$ cat src/hw/rtl/les_pkg.sv
// Shared types and constants for the Lorenz Euler step block.
// Used by les_seq, les_mul and lorenz_euler_step_top; no dependencies.
package les_pkg;

    // fixed point formats
    localparam int Q_W     = 32;            // state and load fields, signed Q8.24
    localparam int FRAC_W  = 24;            // fraction bits
    localparam int DT_W    = 25;            // step size, unsigned Q1.24
    localparam int GAIN_W  = 31;            // sigma, rho, beta, unsigned Q7.24
    localparam int OPND_W  = 33;            // multiplier operands, signed
    localparam int PROD_W  = 2 * OPND_W;    // full product
    localparam int DER_W   = 44;            // derivative accumulators, signed Q.24
    localparam int HI_W    = DER_W - FRAC_W; // integer part of a derivative
    localparam int ACC_W   = 48;            // new state accumulators before clipping

    // configuration port
    localparam int CFG_IDX_W  = 3;
    localparam int CFG_DATA_W = 31;

    typedef enum logic [CFG_IDX_W-1:0] {
        CFG_STEP_SIZE  = 3'd0,
        CFG_SIGMA_GAIN = 3'd1,
        CFG_RHO_GAIN   = 3'd2,
        CFG_BETA_GAIN  = 3'd3
    } t_cfg_idx;

    localparam logic [DT_W-1:0]   RST_STEP_SIZE  = 25'd167772;
    localparam logic [GAIN_W-1:0] RST_SIGMA_GAIN = 31'd167772160;
    localparam logic [GAIN_W-1:0] RST_RHO_GAIN   = 31'd469762048;
    localparam logic [GAIN_W-1:0] RST_BETA_GAIN  = 31'd44739243;

    // multiply schedule, issued in this order
    localparam int OP_W = 4;
    typedef enum logic [OP_W-1:0] {
        OP_SXY = 4'd0,   // sigma * (y - x)
        OP_RX  = 4'd1,   // rho * x
        OP_XZ  = 4'd2,   // x * z
        OP_XY  = 4'd3,   // x * y
        OP_BZ  = 4'd4,   // beta * z
        OP_HX  = 4'd5,   // integer part of dx times dt
        OP_LX  = 4'd6,   // fraction of dx times dt
        OP_HY  = 4'd7,
        OP_LY  = 4'd8,
        OP_HZ  = 4'd9,
        OP_LZ  = 4'd10
    } t_op;
    localparam t_op OP_LAST = OP_LZ;

    // sequencer states
    typedef enum logic [1:0] {
        S_IDLE  = 2'd0,
        S_RUN   = 2'd1,
        S_DRAIN = 2'd2,
        S_DONE  = 2'd3
    } t_state;

    // sequencer to datapath control
    typedef struct packed {
        logic issue;   // start a product this cycle
        t_op  op;      // which product
        logic busy;    // a request is in progress
        logic done;    // result goes to the output register this cycle
    } t_ctl;

    // clipped component
    typedef struct packed {
        logic                 sat;
        logic signed [Q_W-1:0] val;
    } t_clip;

endpackage

$ cat src/hw/rtl/les_seq.sv
// Sequencer for the Lorenz Euler step: walks the multiply schedule.
// Depends on les_pkg.
module les_seq
    import les_pkg::*;
(
    input  logic i_clk,
    input  logic i_rst_n,
    input  logic i_accept,     // request taken this cycle
    input  logic i_kind_step,  // taken request is an Euler step
    input  logic i_out_free,   // output register can take a result
    output t_ctl o_ctl
);

    t_state            r_state, n_state;
    logic [OP_W-1:0]   r_cnt, n_cnt;

    // state and op counter
    always_ff @(posedge i_clk) begin
        if (!i_rst_n) begin
            r_state <= S_IDLE;
            r_cnt   <= '0;
        end else begin
            r_state <= n_state;
            r_cnt   <= n_cnt;
        end
    end

    // next state
    always_comb begin
        n_state = r_state;
        n_cnt   = '0;
        case (r_state)
            S_IDLE: begin
                if (i_accept) begin
                    n_state = i_kind_step ? S_RUN : S_DONE;
                end
            end
            S_RUN: begin
                n_cnt = r_cnt + OP_W'(1);
                if (r_cnt == OP_LAST) begin
                    n_state = S_DRAIN;
                end
            end
            S_DRAIN: begin
                n_state = S_DONE;
            end
            S_DONE: begin
                if (i_out_free) begin
                    n_state = S_IDLE;
                end
            end
            default: begin
                n_state = S_IDLE;
            end
        endcase
    end

    // control outputs
    always_comb begin
        o_ctl.issue = (r_state == S_RUN);
        o_ctl.op    = t_op'(r_cnt);
        o_ctl.busy  = (r_state != S_IDLE);
        o_ctl.done  = (r_state == S_DONE) && i_out_free;
    end

    // requests only start from idle
    a_accept_idle: assert property (@(posedge i_clk) disable iff (!i_rst_n)
        i_accept |-> (r_state == S_IDLE))
        else $error("request taken while sequencer busy");

    // last product is followed by the drain cycle
    a_run_drain: assert property (@(posedge i_clk) disable iff (!i_rst_n)
        (r_state == S_RUN && r_cnt == OP_LAST) |=> (r_state == S_DRAIN))
        else $error("schedule did not end after last product");

    // a delivered result frees the sequencer
    a_done_idle: assert property (@(posedge i_clk) disable iff (!i_rst_n)
        o_ctl.done |=> (r_state == S_IDLE))
        else $error("sequencer stuck after result");

endmodule

$ cat config.mk
export PLATFORM = sky130hd
export DESIGN_NAME = les_seq
export DESIGN_NICKNAME = d
export VERILOG_FILES = /design/src/hw/rtl/les_pkg.sv /design/src/hw/rtl/les_seq.sv
export SDC_FILE = /design/constraint.sdc
export NUM_CORES = 1
export LEC_CHECK = 0
export ABC_CLOCK_PERIOD_IN_PS = 2200
export BUFFER_PORTS_ARGS = -buffer_cell sky130_fd_sc_hd__buf_4
export CORE_AREA = 5 5 42 44
export DETAILED_ROUTE_END_ITERATION = 10
export DIE_AREA = 0 0 47 49
export GPL_TIMING_DRIVEN = 0
export MAX_ROUTING_LAYER = met4
export PLACE_DENSITY_LB_ADDON = 0.05
export SLEW_MARGIN = 20
export SYNTH_ARGS = -nofsm -noshare
export SYNTH_HDL_FRONTEND = slang
export SYNTH_SLANG_ARGS = --single-unit
$ cat constraint.sdc
create_clock -name i_clk -period 2.2 [get_ports i_clk]
set_clock_uncertainty 0.05 [all_clocks]
set_input_delay 0.33 -clock i_clk [delete_from_list [all_inputs] [get_ports i_clk]]
set_output_delay 0.33 -clock i_clk [all_outputs]
set_load 0.01 [all_outputs]
==> flow_metrics.env <==
export IMPL_status="completed"
export IMPL_synthAdderAreaFrac_pct=23.8
export IMPL_grtUsageTotal_pct=7.66
export IMPL_final_cells=67
export IMPL_core_sq_mm=0.00140
export IMPL_synthMuxAreaShare_pct=2.72
export IMPL_insertion_delay_ps=240
export IMPL_clockBufferDepth=2
export IMPL_grt_pass1_vias=300
export IMPL_antenna_found_initial=0
export IMPL_start_util_pct=26.3
export IMPL_gp_congestion=0.731
export IMPL_slew_headroom_pct=83.8
export IMPL_cap_violations=0
export IMPL_crit_path_max_incr_delay_ps=370
export IMPL_grt_pass1_wl_microns=1210
export IMPL_routedWlPerCell_microns=9.99
export IMPL_cts_root_buffer="clkbuf_4"
export IMPL_num_io_pins=12
export IMPL_rows=14
export IMPL_synth_xor_area_share_pct=4.76
export IMPL_crit_type="flop to flop"
export IMPL_synth_nets=49
export IMPL_slew_viol_final=0
export IMPL_path_cells="inv_1 > ha_1 > or2_2 > a2111o_1 > o211a_1"
export IMPL_tns_ps=0
export IMPL_peakVddDrop_v=0.000323
export IMPL_num_vias=284
export IMPL_tightest_slew_ps=242
export IMPL_via_per_inst=4.24
export IMPL_dp_cells=64
export IMPL_dr_pass1_iters=2
export IMPL_synth_warnings=0
export IMPL_hold_violations=0
export IMPL_synth_compound_area_share_pct=11.2
export IMPL_cts_tree="built"
export IMPL_synth_seq_cells=6
export IMPL_dieArea_sq_mm=0.00230
export IMPL_path_clk_slew_ps=40
export IMPL_multiInputGateArea_sq_um=233
export IMPL_p_per_area_mw_per_mm2=911
export IMPL_worstHoldPathType="primary input to flop"
export IMPL_end_kind="flop"
export IMPL_cts_sinks=6
export IMPL_cts_hold_buf=0
export IMPL_syn_to_final_growth_pct=34.0
export IMPL_stdcell_area_sq_um=493
export IMPL_cts_resized_gates=0
export IMPL_synth_top_family_by_area="adder cells"
export IMPL_drive_gt1_share_pct=33.3
export IMPL_yosysUniqueCellTypes=17
export IMPL_dpl_instance_area_sq_um=470
export IMPL_synthSimpleGateAreaFrac_pct=20.7
export IMPL_n_antenna_cell=0
export IMPL_dieWidth_microns=47
export IMPL_fillerInstances=161
export IMPL_die_h_microns=49
export IMPL_hpwl_microns=584
export IMPL_cp_start_kind="flop"
export IMPL_drt_iter0_drc=1
export IMPL_synth_cell_area_sq_um=368
export IMPL_cp_arrival_ps=1630
export IMPL_ant_nets=0
export IMPL_ys_seq_area_share_pct=32.7
export IMPL_finalCritPeriodShare_pct=70.3
export IMPL_rsz0062_at_grt="false"
export IMPL_placement_io_buffers=11
export IMPL_cts_buffers=3
export IMPL_path_max_fanout=4
export IMPL_crit_slowest_cell="dfxtp_1"
export IMPL_final_seq_area_sq_um=120
export IMPL_cts_max_level=1
export IMPL_fmax_ghz=0.646
export IMPL_grt_max_degree=6
export IMPL_cts_setup_buffers=0
export IMPL_syn_area_per_cell_sq_um=9.94
export IMPL_cp_required_ps=2280
export IMPL_drc=0
export IMPL_period_minus_slack_ps=1550
export IMPL_syn_inst=37
export IMPL_drt_wl_total_microns=669
export IMPL_leakage_nw=0.276
export IMPL_grt_ovfl_total=0
export IMPL_setup_viol=0
export IMPL_final_nets=65
## worst max-delay path: cells and delay by family (launching register included)
family | cells | cell delay (ps)
DFF | 1 | 370
and+or+nand+nor | 1 | 290
buffers and inverters | 1 | 100
AOI/OAI and AO/OA | 2 | 400
adders and majority gates | 1 | 220
## synthesized netlist by cell type
library cell	number	area share (%)
nand3_1	1	1.4
o211ai_1	1	2.0
inv_1	4	4.1
o211a_1	1	2.7
nand3b_4	1	5.4
dfxtp_1	6	33
nor2b_1	2	3.4
ha_1	7	24
xnor2_1	1	2.4
a2111o_1	1	3.1
a211oi_2	1	3.4
nor2_1	4	4.1
mux2i_1	1	2.7
or2_2	1	1.7
nand2_1	3	3.1
xor2_1	1	2.4
and2_1	1	1.7
## final cells by class
class / count / area share [%]
clock buffers: 3 / 4.57
inverters: 4 / 3.05
multi-input cells: 27 / 47.2
flip-flops and latches: 6 / 24.4
well taps: 16 / 4.06
repair buffers: 11 / 16.8
## through the flow
step           hold slack (ps)  utilization (%)  setup WS [ps]  total power, mW
3_5_place_dp               425             33.6            643            0.359
2_1_floorplan              413                -            727            0.286
4_1_cts                    291             35.2            636            0.462
3_3_place_gp               421             33.6            638            0.358
5_1_grt                    297             35.2            553            0.499
6_report                   296             35.2            653            0.449
## metal layers
layer / vias up / track usage, % / part of all wire, %
met4: 0 / 2.76 / 0.75
met1: 123 / 7.05 / 34
li1: 151 / - / -
met3: 2 / 5.54 / 9.9
met5: - / - / 0
met2: 8 / 12.0 / 55
## flip-flops by register name, indices dropped and copies added, names as in the netlist
signal and flops:
r_cnt 4, r_state 2
## power by group
part           leakage [nW]  internal, mW  switching (mW)
combinational         0.213         0.104          0.0951
sequential           0.0490         0.129          0.0221
clock                0.0138        0.0615          0.0369
total                 0.276         0.295           0.154
## path summary, 6_finish.rpt
path	startpoint	endpoint	slack, ps	cells past startpoint
setup / recovery	r_state[0]$_SDFFE_PN0P_	r_state[0]$_SDFFE_PN0P_	650	5
setup reg to reg	r_state[0]$_SDFFE_PN0P_	r_state[0]$_SDFFE_PN0P_	650	5
hold reg to reg	r_cnt[0]$_SDFF_PN0_	r_cnt[0]$_SDFF_PN0_	430	1
hold / removal	i_rst_n	r_state[0]$_SDFFE_PN0P_	300	2
## cells by family (layout without fill, tap and decap cells)
group / count (synthesis) / in the layout
AO/OA/AOI/OAI: 4 / 4
buffers and inverters: 4 / 18
flip-flops: 6 / 6
AND/OR/NAND/NOR: 13 / 13
XOR/XNOR: 2 / 2
adder cells (fa/ha/maj): 7 / 7
multiplexers: 1 / 1
## cell usage in the layout, fill, tap and decap left out
cell type / n
mux2i_1: 1
or2_2: 1
inv_1: 4
o211a_1: 1
nand3b_4: 1
nor2b_1: 2
nor2_1: 4
nand3_1: 1
nand2_1: 3
ha_1: 7
dfxtp_1: 6
xor2_1: 1
buf_4: 11
a211oi_2: 1
a2111o_1: 1
xnor2_1: 1
clkbuf_4: 3
o211ai_1: 1
and2_1: 1
Power figures use the tool's default switching activity.
