[config.mk]
export PLATFORM = sky130hd
export DESIGN_NAME = les_mul
export DESIGN_NICKNAME = d
export VERILOG_FILES = /design/src/hw/rtl/les_pkg.sv /design/src/hw/rtl/les_mul.sv
export SDC_FILE = /design/constraint.sdc
export NUM_CORES = 2
export LEC_CHECK = 0
export ABC_AREA = 0
export BUFFER_PORTS_ARGS = -buffer_cell sky130_fd_sc_hd__buf_2
export CAP_MARGIN = 20
export CORE_MARGIN = 2
export CORE_UTILIZATION = 43
export DETAILED_ROUTE_END_ITERATION = 7
export SLEW_MARGIN = 40
export SYNTH_ARGS = -nofsm -noshare
export SYNTH_HDL_FRONTEND = slang
export SYNTH_SLANG_ARGS = --single-unit
export TNS_END_PERCENT = 100
[constraint.sdc]
create_clock -name i_clk -period 16.18 [get_ports i_clk]
set_input_delay 1.618 -clock i_clk [delete_from_list [all_inputs] [get_ports i_clk]]
set_output_delay 1.618 -clock i_clk [all_outputs]
set_load 0.1 [all_outputs]
[src/hw/rtl/les_pkg.sv]
// Shared types and constants for the Lorenz Euler step block.
// Used by les_seq, les_mul and lorenz_euler_step_top; no dependencies.
package les_pkg;

    // fixed point formats
    localparam int Q_W     = 32;            // state and load fields, signed Q8.24
    localparam int FRAC_W  = 24;            // fraction bits
    localparam int DT_W    = 25;            // step size, unsigned Q1.24
    localparam int GAIN_W  = 31;            // sigma, rho, beta, unsigned Q7.24
    localparam int OPND_W  = 33;            // multiplier operands, signed
    localparam int PROD_W  = 2 * OPND_W;    // full product
    localparam int DER_W   = 44;            // derivative accumulators, signed Q.24
    localparam int HI_W    = DER_W - FRAC_W; // integer part of a derivative
    localparam int ACC_W   = 48;            // new state accumulators before clipping

    // configuration port
    localparam int CFG_IDX_W  = 3;
    localparam int CFG_DATA_W = 31;

    typedef enum logic [CFG_IDX_W-1:0] {
        CFG_STEP_SIZE  = 3'd0,
        CFG_SIGMA_GAIN = 3'd1,
        CFG_RHO_GAIN   = 3'd2,
        CFG_BETA_GAIN  = 3'd3
    } t_cfg_idx;

    localparam logic [DT_W-1:0]   RST_STEP_SIZE  = 25'd167772;
    localparam logic [GAIN_W-1:0] RST_SIGMA_GAIN = 31'd167772160;
    localparam logic [GAIN_W-1:0] RST_RHO_GAIN   = 31'd469762048;
    localparam logic [GAIN_W-1:0] RST_BETA_GAIN  = 31'd44739243;

    // multiply schedule, issued in this order
    localparam int OP_W = 4;
    typedef enum logic [OP_W-1:0] {
        OP_SXY = 4'd0,   // sigma * (y - x)
        OP_RX  = 4'd1,   // rho * x
        OP_XZ  = 4'd2,   // x * z
        OP_XY  = 4'd3,   // x * y
        OP_BZ  = 4'd4,   // beta * z
        OP_HX  = 4'd5,   // integer part of dx times dt
        OP_LX  = 4'd6,   // fraction of dx times dt
        OP_HY  = 4'd7,
        OP_LY  = 4'd8,
        OP_HZ  = 4'd9,
        OP_LZ  = 4'd10
    } t_op;
    localparam t_op OP_LAST = OP_LZ;

    // sequencer states
    typedef enum logic [1:0] {
        S_IDLE  = 2'd0,
        S_RUN   = 2'd1,
        S_DRAIN = 2'd2,
        S_DONE  = 2'd3
    } t_state;

    // sequencer to datapath control
    typedef struct packed {
        logic issue;   // start a product this cycle
        t_op  op;      // which product
        logic busy;    // a request is in progress
        logic done;    // result goes to the output register this cycle
    } t_ctl;

    // clipped component
    typedef struct packed {
        logic                 sat;
        logic signed [Q_W-1:0] val;
    } t_clip;

endpackage

[src/hw/rtl/les_mul.sv]
// Shared multiply unit: operand select per op code and a registered product.
// Depends on les_pkg.
module les_mul
    import les_pkg::*;
(
    input  logic                     i_clk,
    input  logic                     i_rst_n,
    input  logic                     i_en,
    input  t_op                      i_op,
    input  logic signed [Q_W-1:0]    i_x,
    input  logic signed [Q_W-1:0]    i_y,
    input  logic signed [Q_W-1:0]    i_z,
    input  logic signed [DER_W-1:0]  i_dx,
    input  logic signed [DER_W-1:0]  i_dy,
    input  logic signed [DER_W-1:0]  i_dz,
    input  logic [DT_W-1:0]          i_dt,
    input  logic [GAIN_W-1:0]        i_sigma,
    input  logic [GAIN_W-1:0]        i_rho,
    input  logic [GAIN_W-1:0]        i_beta,
    output logic signed [PROD_W-1:0] o_prod,
    output t_op                      o_op,
    output logic                     o_vld
);

    logic signed [OPND_W-1:0] w_a, w_b;
    logic signed [OPND_W-1:0] w_x, w_y, w_z, w_dt, w_hi, w_lo;
    logic signed [DER_W-1:0]  w_d;

    // sign and zero extension of the sources
    assign w_x  = {{(OPND_W-Q_W){i_x[Q_W-1]}}, i_x};
    assign w_y  = {{(OPND_W-Q_W){i_y[Q_W-1]}}, i_y};
    assign w_z  = {{(OPND_W-Q_W){i_z[Q_W-1]}}, i_z};
    assign w_dt = {{(OPND_W-DT_W){1'b0}}, i_dt};

    // derivative split into floor(d / 2^24) and the fraction left over
    always_comb begin
        case (i_op)
            OP_HY, OP_LY: w_d = i_dy;
            OP_HZ, OP_LZ: w_d = i_dz;
            default:      w_d = i_dx;
        endcase
    end
    assign w_hi = {{(OPND_W-HI_W){w_d[DER_W-1]}}, w_d[DER_W-1:FRAC_W]};
    assign w_lo = {{(OPND_W-FRAC_W){1'b0}}, w_d[FRAC_W-1:0]};

    // operand select
    always_comb begin
        case (i_op)
            OP_SXY: begin
                w_a = {{(OPND_W-GAIN_W){1'b0}}, i_sigma};
                w_b = w_y - w_x;
            end
            OP_RX: begin
                w_a = {{(OPND_W-GAIN_W){1'b0}}, i_rho};
                w_b = w_x;
            end
            OP_XZ: begin
                w_a = w_x;
                w_b = w_z;
            end
            OP_XY: begin
                w_a = w_x;
                w_b = w_y;
            end
            OP_BZ: begin
                w_a = {{(OPND_W-GAIN_W){1'b0}}, i_beta};
                w_b = w_z;
            end
            OP_HX, OP_HY, OP_HZ: begin
                w_a = w_hi;
                w_b = w_dt;
            end
            OP_LX, OP_LY, OP_LZ: begin
                w_a = w_lo;
                w_b = w_dt;
            end
            default: begin
                w_a = '0;
                w_b = '0;
            end
        endcase
    end

    // product register, tagged with its op
    always_ff @(posedge i_clk) begin
        if (i_en) begin
            o_prod <= PROD_W'(w_a) * PROD_W'(w_b);
            o_op   <= i_op;
        end
    end

    always_ff @(posedge i_clk) begin
        if (!i_rst_n) begin
            o_vld <= 1'b0;
        end else begin
            o_vld <= i_en;
        end
    end

endmodule

==> impl_results.md <==
* Status: complete, no violations
* Via count at 36200
* Synth warnings at 0
* Slowest stage delay, CP at 0.56 ns
* Hold Buf Count CTS at 0
* Final hold violation count at 0
* Antenna violations before repair at 21
* Max Used Layer: met5
* Clock period minus worst slack at roughly 12 ns
* Gpl congestion at around 0.98
* Largest net degree at the start of global routing at 64
* Starting Density at 43.5%
* Slew margin rel. at a little under 40%
* Yosys cell types at 83
* Vias/cell at about 5.6
* Seq/Total Area, Yosys at 4.86%
* Type of origin of the critical path: input port
* Worst path depth at 39
* # DRC at 0
* Kind of critical path: in -> reg
* Hold WC Path Type: in -> reg
* GRT Residual Overflow at 0
* CP Capture Type: flop
* Ports at around 420
* Largest delay share family, worst path: adder cells
* Crit path buffers/inverters at 8
* H-Tree Depth at 3
* Number of global-route vias before repair at between 30000 and 40000
* Endpoint, Worst Hold: o_vld$_SDFF_PN0_
* WP data required at between 15 and 20 ns
* Most used cell, CP: fa_1
* FFs w/ async S/R, synth at 0%
* Final Max Tran Viols at 0
* Longest Clk Path Bufs at 2
* Num CTS Buffers at 9
* RSZ-0062 raised after global routing: no
* DR iter-0 viols at approximately 3300
* Full die area at between 0.1 and 0.15 mm^2
* Sum of negative setup slack at 0 ns
* Worst Path Max Fanout at 33
* Clk sink count at roughly 70
* Ys flop type: edfxtp_1
* First-pass GRT wire length at approximately 250000 um
* Commonest non-fill, non-tap cell in the layout: fa_1
* Tot GR Track Use at 32.4%
* Hold Path Origin: i_rst_n
* Avg WL per Cell at between 20 and 25 um
* EDFF count, synth at 70
* # nets final at between 6000 and 7000
* Met1 WL at between 50000 and 60000 um
* Drt first pass iters at 8
* Fill cells at between 9000 and 10000
* CTS tree: built
* Syn_area_per_cell at 9.02 um^2
* Mapped Nets at 6565
* Root buf cell: clkbuf_16
* Worst EP arrival at between 10 and 15 ns
* Clk slew on worst S/H paths at ~0.090 ns
* Core area at between 0.1 and 0.15 mm^2
* Total length of routed met2 wires at 76600 um
* Post-synthesis sequential element count at 71
* Post-route ant nets at 0
* Number of max-cap violations at 0
* PortBufs at between 400 and 500
* CTS resizes at 0
* Die width at ~320 um
* Most frequent cells in the layout: fa_1, inv_1, nand2_1
* Final setup vio count at 0
* Met3 Routed Length at about 14000 um
* Mapped Area at approximately 0.044 mm^2
* Share of layout cells above drive strength 1 at 12.1%
* Critical path's slowest cell: fa_1
* Cells after synthesis at roughly 4800
* Hold depth at 2
* Fin crit share at around 74%
* Die H at about 320 um
* Post CTS Setup Buffer Count at 0
* Layout area overhead at 9.49%
* Site row count at about 120
* Slew @ Worst Pin at around 0.91 ns
* Max Fclk at between 80 and 90 MHz
* Final HPWL DP at ~130000 um
* WL final at 161000 um
==> cell families (layout without fill, tap and decap cells) <==
family | Yosys count | count (layout) | synth area share, %
AOI/OAI and AO/OA | 595 | 595 | 9.51
xor gates and xnor gates | 90 | 90 | 1.81
adders and majority gates | 1372 | 1372 | 58.6
buffers and inverters | 1323 | 1598 | 11.5
DFF | 71 | 71 | 4.86
muxes | 4 | 4 | 0.106
other | 0 | 14 | 0
and+or+nand+nor | 1385 | 1385 | 13.6
==> worst max-delay path by stage <==
stage                                       to  slack [ns]     from
after floorplan           o_prod[50]$_DFFE_PP_        5.42   i_y[0]
after global placement    o_prod[64]$_DFFE_PP_        3.42  i_op[3]
after detailed placement  o_prod[64]$_DFFE_PP_        3.89   i_x[0]
after CTS                 o_prod[64]$_DFFE_PP_        4.31   i_x[0]
after global routing      o_prod[64]$_DFFE_PP_        3.59   i_x[0]
final                     o_prod[64]$_DFFE_PP_        4.22   i_x[0]
==> layer usage <==
metal / track usage [%] / vias to the layer above
met3: 5.74 / 464
met5: 0 / -
met4: 18.8 / 8
met1: 39.8 / 18800
met2: 53.7 / 1711
li1: - / 15300
==> synthesized netlist by cell type, types with 13 or more instances <==
cell | number | area [um^2]
a211oi_1 | 13 | 97.6
a21o_1 | 48 | 360
a21oi_1 | 173 | 866
a222oi_1 | 22 | 220
a22oi_1 | 54 | 405
a31oi_1 | 30 | 188
and2_1 | 84 | 526
and3_1 | 25 | 156
buf_2 | 39 | 195
clkbuf_1 | 216 | 811
edfxtp_1 | 70 | 2100
fa_1 | 1123 | 22500
ha_1 | 249 | 3120
inv_1 | 1056 | 3960
nand2_1 | 874 | 3280
nand2b_1 | 25 | 156
nand3_1 | 63 | 315
nand4_1 | 13 | 81.3
nor2_1 | 202 | 758
nor2b_1 | 20 | 125
nor3_1 | 30 | 150
o2111ai_1 | 17 | 149
o211ai_1 | 24 | 180
o21ai_0 | 46 | 230
o21bai_1 | 16 | 120
o22a_1 | 39 | 342
or3_1 | 16 | 100
xnor2_1 | 69 | 604
xor2_1 | 21 | 184
==> flip-flops by register name, summed over array words and instances, names as in the netlist <==
signal,flops
o_vld,1
o_prod,66
o_op,4
==> through the flow <==
| stage | cells | hold WS [ns] | setup slack, ns | instance area (um^2) | util, % |
|---|---|---|---|---|---|
| after floorplan | 4840 | 1.72 | 5.42 | 43700 | - |
| after global placement | 6450 | 1.83 | 3.42 | 47400 | 47.2 |
| final | 6486 | 1.38 | 4.22 | 47800 | 47.6 |
| after global routing | 6482 | 1.38 | 3.59 | 47800 | 47.6 |
| after CTS | 6472 | 1.35 | 4.31 | 47800 | 47.6 |
| after detailed placement | 6456 | 1.83 | 3.89 | 47500 | 47.3 |
==> cell type report <==
type                    count  area [um^2]  area share (%)
multi-input cells        3446        36800            77.0
diodes                     14         35.0          0.0733
clock buffers               9          225           0.471
well taps                1357         1700            3.55
repair buffers            525         2870            6.00
inverters                1057         3970            8.30
clock inverters             7         63.8           0.133
flip-flops and latches     71         2120            4.44
Power is not shown: default switching activity piles up to over one toggle a cycle in this logic, so the estimate is an artifact.
